$ cat src/hw/rtl/ledseq_pkg.sv
`timescale 1ns / 1ps
// Shared types and constants for the LED animation sequencer.
// No dependencies; imported by led_animation_sequencer_unit.
package ledseq_pkg;

  localparam int OPCODE_W     = 3;
  localparam int ANIM_ID_W    = 8;
  localparam int LED_INDEX_W  = 8;
  localparam int RAND_W       = 32;
  localparam int LEVELS_W     = 6;
  localparam int ANIM_W       = 3;
  localparam int STEP_TICKS_W = 16;
  localparam int CFG_INDEX_W  = 2;

  localparam logic [STEP_TICKS_W-1:0] CHASE_TICKS_RST   = 16'd150;
  localparam logic [STEP_TICKS_W-1:0] TWINKLE_TICKS_RST = 16'd80;
  localparam logic [STEP_TICKS_W-1:0] WAVE_TICKS_RST    = 16'd300;
  localparam logic [STEP_TICKS_W-1:0] BLINK_TICKS_RST   = 16'd150;

  typedef enum logic [OPCODE_W-1:0] {
    OP_TICK    = 3'd0,
    OP_START   = 3'd1,
    OP_STOP    = 3'd2,
    OP_SET_ONE = 3'd3,
    OP_SET_ALL = 3'd4
  } opcode_t;

  typedef enum logic [ANIM_W-1:0] {
    ANIM_NONE    = 3'd0,
    ANIM_CHASE   = 3'd1,
    ANIM_TWINKLE = 3'd2,
    ANIM_WAVE    = 3'd3,
    ANIM_BLINK   = 3'd4
  } anim_t;

  typedef enum logic [CFG_INDEX_W-1:0] {
    CFG_CHASE_TICKS   = 2'd0,
    CFG_TWINKLE_TICKS = 2'd1,
    CFG_WAVE_TICKS    = 2'd2,
    CFG_BLINK_TICKS   = 2'd3
  } cfg_reg_t;

  localparam logic STATUS_OK      = 1'b0;
  localparam logic STATUS_BAD_ARG = 1'b1;

endpackage

$ cat src/hw/rtl/led_animation_sequencer_unit.sv
`timescale 1ns / 1ps
// LED animation sequencer: usage
//   Input channel (in_valid / in_stall) carries one request per tick or command:
//   opcode, anim_id, led_index, on_level, rand_value, rand_bit. A request is taken
//   on a rising edge with in_valid high and in_stall low.
//   Output channel (out_valid / out_stall) returns exactly one result per request:
//   led_levels (low six LEDs), status, animation, running.
//   Config channel (cfg_valid / cfg_ready, cfg_index, cfg_data) writes the four
//   step-length registers; cfg_ready is always high. Write only while idle.
//   A request passes through the input register and then the result register.
//   Throughput: one request per cycle while out_stall is low; the state update is
//   a single pass of logic between the input register and the result register.
//   The twinkle LED is rand_value modulo LED_COUNT, folded in nibbles before the
//   input register and finished through a 256-entry lookup after it.
//   Reset (rst, synchronous): all LEDs off, no animation, counters cleared,
//   step registers back to 150/80/300/150, both pipeline stages empty.
//   When the receiver stalls, the result holds; the input register keeps taking
//   requests until it is also full, then in_stall rises.
module led_animation_sequencer_unit #(
  parameter int LED_COUNT = 6
) (
  input  logic                                 clk,
  input  logic                                 rst,
  // request channel
  input  logic                                 in_valid,
  output logic                                 in_stall,
  input  logic [ledseq_pkg::OPCODE_W-1:0]      opcode,
  input  logic [ledseq_pkg::ANIM_ID_W-1:0]     anim_id,
  input  logic [ledseq_pkg::LED_INDEX_W-1:0]   led_index,
  input  logic                                 on_level,
  input  logic [ledseq_pkg::RAND_W-1:0]        rand_value,
  input  logic                                 rand_bit,
  // result channel
  output logic                                 out_valid,
  input  logic                                 out_stall,
  output logic [ledseq_pkg::LEVELS_W-1:0]      led_levels,
  output logic                                 status,
  output logic [ledseq_pkg::ANIM_W-1:0]        animation,
  output logic                                 running,
  // configuration channel
  input  logic                                 cfg_valid,
  output logic                                 cfg_ready,
  input  logic [ledseq_pkg::CFG_INDEX_W-1:0]   cfg_index,
  input  logic [ledseq_pkg::STEP_TICKS_W-1:0]  cfg_data
);
  import ledseq_pkg::*;

  localparam int IDX_W   = (LED_COUNT > 2) ? $clog2(LED_COUNT) : 1;
  localparam int STEPS   = 2 * LED_COUNT - 1;
  localparam int POS_W   = $clog2(STEPS);
  localparam int WIDE_W  = (LED_COUNT > LEVELS_W) ? LED_COUNT : LEVELS_W;
  localparam int FOLD_W  = 11;
  localparam int NIBBLES = RAND_W / 4;
  localparam int R16     = 16 % LED_COUNT;
  localparam int R256    = 256 % LED_COUNT;

  function automatic logic [LED_COUNT-1:0] even_fill();
    logic [LED_COUNT-1:0] m;
    m = '0;
    for (int i = 0; i < LED_COUNT; i += 2) begin
      m[i] = 1'b1;
    end
    return m;
  endfunction

  localparam logic [LED_COUNT-1:0] EVEN_MASK = even_fill();
  localparam logic [LED_COUNT-1:0] ONE_HOT0  = {{(LED_COUNT-1){1'b0}}, 1'b1};

  // configuration registers
  logic [STEP_TICKS_W-1:0] chase_ticks, twinkle_ticks, wave_ticks, blink_ticks;

  // sequencer state
  logic [LED_COUNT-1:0]    led_bank, led_bank_next;
  anim_t                   mode, mode_next;
  logic [POS_W-1:0]        pos, pos_next;
  logic [STEP_TICKS_W-1:0] tick, tick_next;
  logic                    status_next;

  // input register
  logic                    s1_valid;
  logic [OPCODE_W-1:0]     s1_opcode;
  logic [ANIM_ID_W-1:0]    s1_id;
  logic [LED_INDEX_W-1:0]  s1_index;
  logic                    s1_on;
  logic [FOLD_W-1:0]       s1_fold;
  logic                    s1_rb;

  logic in_accept, advance;

  // residue of rand_value: weighted nibble sum, then two narrow folds and a table
  logic [FOLD_W-1:0] fold_term [NIBBLES];
  logic [FOLD_W-1:0] fold_sum;
  logic [8:0]        fold2;
  logic [7:0]        fold3;
  logic [IDX_W-1:0]  mod_lut [256];
  logic [IDX_W-1:0]  twinkle_led;

  genvar g;
  generate
    for (g = 0; g < NIBBLES; g++) begin : g_fold
      assign fold_term[g] = FOLD_W'(rand_value[4*g +: 4])
                            * FOLD_W'((1 << (4 * g)) % LED_COUNT);
    end
    for (g = 0; g < 256; g++) begin : g_lut
      assign mod_lut[g] = IDX_W'(g % LED_COUNT);
    end
  endgenerate

  always_comb begin
    fold_sum = '0;
    for (int i = 0; i < NIBBLES; i++) begin
      fold_sum = fold_sum + fold_term[i];
    end
  end

  assign fold2 = 9'(s1_fold[3:0]) + 9'(s1_fold[7:4]) * 9'(R16)
               + 9'(s1_fold[10:8]) * 9'(R256);
  assign fold3 = 8'(fold2[3:0]) + 8'(fold2[7:4]) * 8'(R16)
               + 8'(fold2[8]) * 8'(R256);
  assign twinkle_led = mod_lut[fold3];

  // handshake
  assign advance   = !out_valid || !out_stall;
  assign in_stall  = s1_valid && !advance;
  assign in_accept = in_valid && !in_stall;
  assign cfg_ready = 1'b1;

  function automatic logic [LED_COUNT-1:0] apply_step(
    anim_t                m,
    logic [POS_W-1:0]     p,
    logic [LED_COUNT-1:0] b,
    logic [IDX_W-1:0]     tl,
    logic                 rb
  );
    logic [LED_COUNT-1:0] r;
    logic [POS_W-1:0]     led;
    r   = b;
    led = '0;
    case (m)
      ANIM_CHASE: begin
        led = (p < POS_W'(LED_COUNT)) ? p : POS_W'(2 * LED_COUNT - 2) - p;
        r   = ONE_HOT0 << led;
      end
      ANIM_TWINKLE: r[tl] = ~rb;
      ANIM_WAVE:    r = (p == '0) ? EVEN_MASK : ~EVEN_MASK;
      ANIM_BLINK:   r = (p == '0) ? '1 : '0;
      default:      r = b;
    endcase
    return r;
  endfunction

  logic [STEP_TICKS_W:0] tick_inc;
  logic [STEP_TICKS_W:0] step_len;
  logic [POS_W:0]        pos_inc;
  logic [POS_W:0]        step_cnt;
  logic [LED_COUNT-1:0]  base_bank;
  logic                  busy;

  always_comb begin
    busy     = (mode != ANIM_NONE);
    tick_inc = {1'b0, tick} + 1'b1;
    pos_inc  = {1'b0, pos} + 1'b1;
    case (mode)
      ANIM_CHASE:   step_len = {1'b0, chase_ticks};
      ANIM_TWINKLE: step_len = {1'b0, twinkle_ticks};
      ANIM_WAVE:    step_len = {1'b0, wave_ticks};
      default:      step_len = {1'b0, blink_ticks};
    endcase
    case (mode)
      ANIM_CHASE:   step_cnt = (POS_W+1)'(STEPS);
      ANIM_TWINKLE: step_cnt = (POS_W+1)'(1);
      default:      step_cnt = (POS_W+1)'(2);
    endcase
    base_bank = busy ? '0 : led_bank;

    led_bank_next = led_bank;
    mode_next     = mode;
    pos_next      = pos;
    tick_next     = tick;
    status_next   = STATUS_OK;

    case (s1_opcode)
      OP_TICK: begin
        if (busy) begin
          if (tick_inc >= step_len) begin
            tick_next     = '0;
            pos_next      = (pos_inc >= step_cnt) ? '0 : pos_inc[POS_W-1:0];
            led_bank_next = apply_step(mode, pos_next, led_bank, twinkle_led, s1_rb);
          end else begin
            tick_next = tick_inc[STEP_TICKS_W-1:0];
          end
        end
      end
      OP_START: begin
        if (s1_id > ANIM_ID_W'(ANIM_BLINK)) begin
          status_next = STATUS_BAD_ARG;
        end else begin
          // id zero acts as stop; a running animation halts before the new one
          mode_next     = anim_t'(s1_id[ANIM_W-1:0]);
          pos_next      = '0;
          tick_next     = '0;
          led_bank_next = (s1_id == '0) ? '0
                        : apply_step(anim_t'(s1_id[ANIM_W-1:0]), '0, base_bank,
                                     twinkle_led, s1_rb);
        end
      end
      OP_STOP: begin
        mode_next     = ANIM_NONE;
        pos_next      = '0;
        tick_next     = '0;
        led_bank_next = '0;
      end
      OP_SET_ONE: begin
        if (s1_index >= LED_INDEX_W'(LED_COUNT)) begin
          status_next = STATUS_BAD_ARG;
        end else begin
          mode_next     = ANIM_NONE;
          pos_next      = '0;
          tick_next     = '0;
          led_bank_next = base_bank;
          led_bank_next[s1_index[IDX_W-1:0]] = s1_on;
        end
      end
      OP_SET_ALL: begin
        mode_next     = ANIM_NONE;
        pos_next      = '0;
        tick_next     = '0;
        led_bank_next = s1_on ? '1 : '0;
      end
      default: status_next = STATUS_BAD_ARG;
    endcase
  end

  logic [WIDE_W-1:0] bank_wide;
  assign bank_wide = WIDE_W'(led_bank_next);

  // configuration writes
  always_ff @(posedge clk) begin
    if (rst) begin
      chase_ticks   <= CHASE_TICKS_RST;
      twinkle_ticks <= TWINKLE_TICKS_RST;
      wave_ticks    <= WAVE_TICKS_RST;
      blink_ticks   <= BLINK_TICKS_RST;
    end else if (cfg_valid && cfg_ready) begin
      case (cfg_index)
        CFG_CHASE_TICKS:   chase_ticks   <= cfg_data;
        CFG_TWINKLE_TICKS: twinkle_ticks <= cfg_data;
        CFG_WAVE_TICKS:    wave_ticks    <= cfg_data;
        CFG_BLINK_TICKS:   blink_ticks   <= cfg_data;
        default:           chase_ticks   <= chase_ticks;
      endcase
    end
  end

  // input register
  always_ff @(posedge clk) begin
    if (rst) begin
      s1_valid <= 1'b0;
    end else if (in_accept) begin
      s1_valid <= 1'b1;
    end else if (advance) begin
      s1_valid <= 1'b0;
    end
  end

  always_ff @(posedge clk) begin
    if (in_accept) begin
      s1_opcode <= opcode;
      s1_id     <= anim_id;
      s1_index  <= led_index;
      s1_on     <= on_level;
      s1_fold   <= fold_sum;
      s1_rb     <= rand_bit;
    end
  end

  // state and result register
  always_ff @(posedge clk) begin
    if (rst) begin
      led_bank  <= '0;
      mode      <= ANIM_NONE;
      pos       <= '0;
      tick      <= '0;
      out_valid <= 1'b0;
    end else if (advance) begin
      out_valid <= s1_valid;
      if (s1_valid) begin
        led_bank <= led_bank_next;
        mode     <= mode_next;
        pos      <= pos_next;
        tick     <= tick_next;
      end
    end
  end

  always_ff @(posedge clk) begin
    if (advance && s1_valid) begin
      led_levels <= bank_wide[LEVELS_W-1:0];
      status     <= status_next;
      animation  <= mode_next;
      running    <= (mode_next != ANIM_NONE);
    end
  end

`ifndef SYNTHESIS
  // an idle sequencer keeps its step counters cleared
  assert property (@(posedge clk) disable iff (rst)
    (mode == ANIM_NONE) |-> (pos == '0 && tick == '0))
    else $error("step counters not cleared while idle");

  assert property (@(posedge clk) disable iff (rst)
    (pos_inc <= (POS_W+1)'(STEPS)) && (tick != '1))
    else $error("step position or tick count out of range");

  assert property (@(posedge clk) disable iff (rst)
    out_valid |-> (running == (animation != ANIM_NONE)))
    else $error("running flag disagrees with animation");

  // a result not taken must not be overwritten by a moving request
  assert property (@(posedge clk) disable iff (rst)
    (out_valid && out_stall && s1_valid) |=> (s1_valid && out_valid))
    else $error("request dropped under stall");
`endif

endmodule

$ cat config.mk
export PLATFORM = sky130hd
export DESIGN_NAME = led_animation_sequencer_unit
export DESIGN_NICKNAME = d
export VERILOG_FILES = /design/src/hw/rtl/ledseq_pkg.sv /design/src/hw/rtl/led_animation_sequencer_unit.sv
export SDC_FILE = /design/constraint.sdc
export NUM_CORES = 1
export LEC_CHECK = 0
export BUFFER_PORTS_ARGS = -buffer_cell sky130_fd_sc_hd__buf_2
export CAP_MARGIN = 20
export CORE_ASPECT_RATIO = 0.75
export CORE_UTILIZATION = 60
export DETAILED_ROUTE_END_ITERATION = 16
export PLACE_DENSITY_LB_ADDON = 0.2
export SLEW_MARGIN = 10
export SYNTH_ARGS = -nofsm -noshare
export SYNTH_HDL_FRONTEND = slang
export SYNTH_SLANG_ARGS = --single-unit
$ cat constraint.sdc
create_clock -name clk -period 5.4 [get_ports clk]
set_input_delay 0.54 -clock clk [delete_from_list [all_inputs] [get_ports clk]]
set_output_delay 0.54 -clock clk [all_outputs]
set_load 0.1 [all_outputs]
==> key figures, run 1 <==
Layout
  • Register area: 3133 um2
  • Fin nets: 1173
  • Fillers: 1038
  • Non-filler cells, final: 1216
  • Fin area: 9379 um2
  • Antenna Diode Count: 0
  • Area taken by multi-input logic gates: 4771 um2
  • Share of cells above drive strength 1: 13.97%
  • Commonest cells after routing, fill and taps aside: nand2_1, a21oi_1, dfxtp_1
  • Layout area overhead: 13.90%
  • Most common cell after layout, fill and taps aside: nand2_1

Placement
  • Routability cong.: 0.9369
  • Placed insts: 1184
  • Placed inst area: 8806 um2
  • Post-DP HPWL: 14.24 mm
  • Number of I/O port buffers: 88

GRT
  • Largest net degree at the start of global routing: 53
  • Initial antenna violation count: 0
  • GR Overflow Total: 0
  • First-pass GRT wire length: 33.21 mm
  • Vias in the first global route: 6538
  • Gr usage total: 30.86%

Power
  • Sw frac: 40.64%
  • Power Dens Cells: 476.5 nW/um2
  • Worst vdd ir: 571.9 uV
  • Total Power Consumption: 4469 uW
  • Psw: 1816 uW
  • Leakage: 0.003872 uW
  • Clock power share: 25.5%
  • Seq pwr share: 26.7%
  • Gate power share: 47.7%
  • Cell-internal power: 2653 uW

Worst setup path
  • Worst Setup SP: s1_fold[2]
  • Crit Reg-Reg Startpoint: s1_fold[2]
  • Worst Setup End Kind: flop
  • Worst Path Arrival: 5150 ps
  • Crit Path Class: flop to flop
  • Slowest stage delay, CP: 650 ps
  • Most frequent CP cell: fa_1
  • Critical-path top delay cell: fa_1
  • Startpoint Class: flop
  • WP data required: 5560 ps
  • CP cell instances: fa_1, ha_1, fa_1, ha_1, inv_1, fa_1, mux2i_1, or4_4, a21oi_4, o31ai_2, a221oi_2, o41ai_1, a21o_1, a22oi_1
  • Crit path max fanout: 8

STA
  • Setup tns final: 0 ps
  • Final Max Tran Viols: 0
  • # setup viols final: 0
  • Fin crit share: 92.50%
  • Worst rel slew slack: 35.79%
  • Worst Tran Pin Value: 955.8 ps
  • RSZ-0062 raised after global routing: no
  • Final hold vios: 0
  • Fmax: 200.2 MHz
  • Final Skew: 13.93 ps
  • Crit path time final: 4995 ps

Clock tree
  • Max Buffers Root-to-Sink: 2
  • Clock buffer count from CTS: 17
  • Worst-path clk slew: 60 ps
  • Root buf cell: clkbuf_16
  • Resize count post-CTS: 0
  • Hold-fix buffers, CTS: 0
  • Clock tree sinks: 136
  • Worst-Skew Late Latency: 430 ps
  • H-tree depth reported by CTS: 4
  • CTS tree: done
  • Post-CTS Setup Inserts: 0

Yosys
  • Avg Cell Area, Syn: 8.595 um2
  • Post-synth ARST share: 0%
  • Flops & latches, synth: 136
  • Post-Syn Instances: 958
  • Sequential cell area fraction in the yosys report: 38.05%
  • Yosys cell types: 74
  • Ys flop type: dfxtp_1
  • Post-synth EDFFs: 41
  • Mapped Area: 8234 um2
  • Ys Warns: 0
  • Syn_nets: 1099

Job
  • Max-Cap Viols: 0

Detailed routing
  • Post-DRT Antenna Nets: 0
  • Final WL: 20.63 mm
  • Via count: 7254
  • Iteration-0 DRC Markers: 633
  • # DRC: 0
  • Post-DR vias/cell: 5.965
  • DR WL/cell: 16.97 um
  • First drt pass iteration count: 5

Status
  • Status: completed

Floorplanning
  • Area of the die: 14200 um2
  • Die height: 103.5 um
  • Starting density of the core: 62.39%
  • # rows: 36
  • Core footprint: 13200 um2
  • I/O Pins: 90
  • Die width: 137.3 um

Hold path
  • Hold crit path type: input pin to flop
  • Hold Startpoint: led_index[1]
## final cells by class
class / instances / area share (%)
Clock buffer: 20 / 4.883
Clock inverter: 12 / 1.227
Inverter: 38 / 1.521
Multi-Input combinational cell: 737 / 50.87
Sequential cell: 136 / 33.40
Tap cell: 171 / 2.281
Timing Repair Buffer: 102 / 5.816
## logic make-up after synthesis
family	synth area share, %
XOR/XNOR	2.127
multiplexers	3.890
AO/OA/AOI/OAI	19.01
flip-flops	38.05
other	0.04554
adder cells (fa/ha/maj)	12.07
AND/OR/NAND/NOR	20.77
buffers and inverters	4.042
## Yosys cell counts, drive strengths merged, types with 22 or more instances
master	number	share of area [%]
nand2	169	7.7
a21oi	114	7.1
dfxtp	95	23
nor2	81	3.7
edfxtp	41	15
ha	41	6.2
clkbuf	38	1.7
inv	38	1.7
o21ai	31	1.9
nand3b	27	2.5
mux2i	26	3.2
fa	24	5.8
nand3	22	1.3
## per-stage QoR
step	setup WS [ps]	utilization [%]	hold slack, ps
floorplan	1013	-	435.7
global placement	788.1	66.72	441.2
detailed placement	647.7	66.72	446.4
CTS	481.4	71.07	268.2
global route	285.6	71.07	266.8
finish	405.1	71.07	285.8
## power by group through the flow
| stage | Sequential, uW | Combinational [uW] | Clock [uW] |
|---|---|---|---|
| global route | 1200 | 2340 | 1190 |
| CTS | 1190 | 2090 | 1150 |
| finish | 1200 | 2130 | 1140 |
| floorplan | 1230 | 1700 | 0 |
| detailed placement | 1210 | 2070 | 0 |
| global placement | 1210 | 2010 | 0 |
## worst max-delay path, delay by kind of cell, from the launching register on
kind	cells	cell delay [ps]
buffers and inverters	1	60
AOI/OAI and AO/OA	6	1410
adders and majority gates	5	1980
muxes	1	620
and+or+nand+nor	1	250
DFF	1	400
## metal layers
metal | routed length (um) | track usage, %
met5 | 0 | 0
met1 | 9766 | 46.27
met3 | 1967 | 8.577
met2 | 8644 | 43.43
met4 | 255 | 7.777
## worst paths after layout
kind | end | slack (ps) | cells past startpoint
setup reg to reg | led_levels[2] | 410 | 14
hold reg to reg | chase_ticks[3] | 450 | 2
setup / recovery | led_levels[2] | 410 | 14
hold / removal | s1_index[1] | 290 | 1
## sequential cells by signal, summed over array words and instances (netlist names), 3 cells and up
register and cells:
wave_ticks 16, mode 3, pos 4, s1_opcode 3
s1_index 8, chase_ticks 16, s1_fold 9, led_bank 6
animation 3, blink_ticks 16, tick 16, s1_id 8
led_levels 6, twinkle_ticks 16
Power figures use the tool's default switching activity.
==> run 2, diff against run 1 <==
--- a/config.mk
+++ b/config.mk
@@ -9,8 +9,9 @@
 export CAP_MARGIN = 20
 export CORE_ASPECT_RATIO = 0.75
 export CORE_UTILIZATION = 60
+export CTS_CLUSTER_DIAMETER = 100
 export DETAILED_ROUTE_END_ITERATION = 16
-export PLACE_DENSITY_LB_ADDON = 0.2
+export PLACE_DENSITY = 0.83
 export SLEW_MARGIN = 10
 export SYNTH_ARGS = -nofsm -noshare
 export SYNTH_HDL_FRONTEND = slang
==> run 2 against run 1 <==
  * Via count grew 2.8%
  * Critical path depth is the same
  * Non-clock buffer count is the same
  * Routed wire length grew 0.10%
  * Design area is essentially flat
  * Clock skew shrank 8.1 ps
  * Largest power group unchanged
==> key figures, run 2 (same netlist as run 1, synthesis figures left out) <==
Worst setup path
  • CP cell instances: fa_1, ha_1, fa_1, xor2_1, inv_1, fa_1, mux2i_1, or3_1, a21boi_1, a211oi_1, nor2_1, mux2_1, a21oi_1, a31oi_1
  • Worst Setup End Kind: flop
  • Crit path max fanout: 9 (+1)
  • Worst Path Arrival: 5040 ps (-110 ps)
  • Worst Setup SP: s1_fold[2]
  • Crit Reg-Reg Startpoint: s1_fold[2]
  • Startpoint Class: flop
  • Crit Path Class: flop to flop
  • FF-to-FF setup slack: 490 ps (+80 ps)
  • Most frequent CP cell: fa_1
  • Slowest stage delay, CP: 700 ps (+50 ps)
  • WP data required: 5530 ps (-30 ps)
  • FF-to-FF path depth: 14 (unchanged)
  • Critical-path top delay cell: fa_1

Power
  • Sw frac: 40.67% (about the same)
  • Gate power share: 48.2% (+0.5 points)
  • Leakage: 0.003863 uW (-0.23%)
  • Clock power share: 25.0% (-0.5 points)
  • Power Dens Cells: 475.5 nW/um2 (-0.21%)
  • Worst vdd ir: 522.0 uV (-8.7%)
  • Cell-internal power: 2643 uW (-0.35%)
  • Seq pwr share: 26.8% (about the same)
  • Psw: 1812 uW (-0.22%)

Detailed routing
  • DR WL/cell: 16.99 um (+0.10%)
  • First drt pass iteration count: 6 (+1)
  • Via count: 7458 (+2.8%)
  • Iteration-0 DRC Markers: 812 (+28%)
  • Post-DRT Antenna Nets: 0 (unchanged)
  • # DRC: 0 (unchanged)
  • Final WL: 20.66 mm (+0.10%)
  • Post-DR vias/cell: 6.133 (+2.8%)

Job
  • Max-Cap Viols: 0 (unchanged)

GRT
  • Gr usage total: 30.11% (-0.74 points)
  • Largest net degree at the start of global routing: 59 (+11%)
  • Vias in the first global route: 6619 (+1.2%)
  • GR Overflow Total: 0 (unchanged)
  • Initial antenna violation count: 0 (unchanged)
  • First-pass GRT wire length: 32.86 mm (-1.0%)

Floorplanning
  • Area of the die: 14200 um2 (unchanged)
  • Die height: 103.5 um (unchanged)
  • Starting density of the core: 62.39% (unchanged)
  • I/O Pins: 90 (unchanged)
  • Die width: 137.3 um (unchanged)
  • # rows: 36 (unchanged)
  • Core footprint: 13200 um2 (unchanged)

Layout
  • Share of cells above drive strength 1: 13.97% (unchanged)
  • Commonest cells after routing, fill and taps aside: nand2_1, a21oi_1, dfxtp_1
  • Fin nets: 1173 (unchanged)
  • Finished Core Util: 71.00% (about the same)
  • Fillers: 1038 (unchanged)
  • Register area: 3133 um2 (unchanged)
  • Area taken by multi-input logic gates: 4771 um2 (unchanged)
  • Layout area overhead: 13.80% (about the same)
  • Antenna Diode Count: 0 (unchanged)
  • Most common cell after layout, fill and taps aside: nand2_1

Hold path
  • Hold Startpoint: led_index[1]
  • Cell depth of the worst hold path: 1 (unchanged)
  • Hold crit path type: input pin to flop

Clock tree
  • Clock buffer count from CTS: 17 (unchanged)
  • Clock tree sinks: 136 (unchanged)
  • Post-CTS Setup Inserts: 0 (unchanged)
  • Worst-path clk slew: 60 ps (about the same)
  • Resize count post-CTS: 0 (unchanged)
  • CTS tree: done
  • Root buf cell: clkbuf_16
  • H-tree depth reported by CTS: 4 (unchanged)
  • Worst-Skew Late Latency: 420 ps (about the same)
  • Hold-fix buffers, CTS: 0 (unchanged)
  • Max Buffers Root-to-Sink: 2 (unchanged)

STA
  • Final hold vios: 0 (unchanged)
  • Worst rel slew slack: 48.59% (+13 points)
  • Setup tns final: 0 ps (unchanged)
  • Final Skew: 5.818 ps (-8.108 ps)
  • # setup viols final: 0 (unchanged)
  • Fin crit share: 91.00% (-1.5 points)
  • Final Max Tran Viols: 0 (unchanged)
  • Crit path time final: 4914 ps (-80.73 ps)
  • Worst Tran Pin Value: 768.8 ps (-186.9 ps)
  • PnR worst setup slack: 485.8 ps (+80.73 ps)
  • RSZ-0062 raised after global routing: no
  • Fmax: 203.5 MHz (+1.6%)

Placement
  • Number of I/O port buffers: 88 (unchanged)
  • Pre-CTS WS: 552.4 ps (-95.23 ps)
  • Routability cong.: 0.9397 (+0.30%)
  • Post-DP HPWL: 14.57 mm (+2.3%)

Status
  • Status: completed
-- run 2: changes by cell type in the layout (fill, tap and decap cells not counted), sizes merged --
cell	before	now
clkinv	6	7
clkbuf	20	19
inv	43	42
clkinvlp	0	1
-- run 2: worst max-delay path: cells and delay by family (launching register included) --
| kind | cells | cell delay, ps |
|---|---|---|
| adders and majority gates | 4 | 1750 |
| and+or+nand+nor | 2 | 350 |
| xor gates and xnor gates | 1 | 230 |
| DFF | 1 | 390 |
| AOI/OAI and AO/OA | 4 | 850 |
| buffers and inverters | 1 | 90 |
| muxes | 2 | 950 |
-- run 2: final timing paths --
path | end
min reg2reg | wave_ticks[12]
max reg2reg | led_levels[4]
max | led_levels[4]
min | s1_index[1]
-- run 2: layout make-up --
type                       instances  share of cell area, %
clock buffer                      19                  4.740
clock inverter                    13                  1.282
inverter                          38                  1.522
multi-input combinational        737                  50.91
sequential                       136                  33.44
tap                              171                  2.283
timing repair buffer             102                  5.822
-- run 2: stage by stage --
| step | hold slack (ps) | instance area, um2 | total power (uW) | cells |
|---|---|---|---|---|
| finish | 297.1 | 9370 | 4456 | 1216 |
| global placement | 441.1 | 8806 | 3203 | 1184 |
| CTS | 286.1 | 9370 | 4425 | 1216 |
| floorplan | 435.7 | 8234 | 2933 | 958 |
| detailed placement | 446.3 | 8806 | 3308 | 1184 |
| global route | 283.3 | 9370 | 4732 | 1216 |
-- run 2: layer usage --
layer  global-route usage, %  routed length, um
met4                   7.185                267
met3                   5.507               2056
met5                       0                  0
met2                   44.95               8844
met1                   45.07               9487
-- run 2: power by group through the flow --
stage	clock, uW	sequential [uW]	combinational, uW
after floorplan	0	1230	1700
after global placement	0	1210	1990
after detailed placement	0	1210	2090
after CTS	1120	1190	2110
after global routing	1170	1200	2360
final	1110	1190	2150
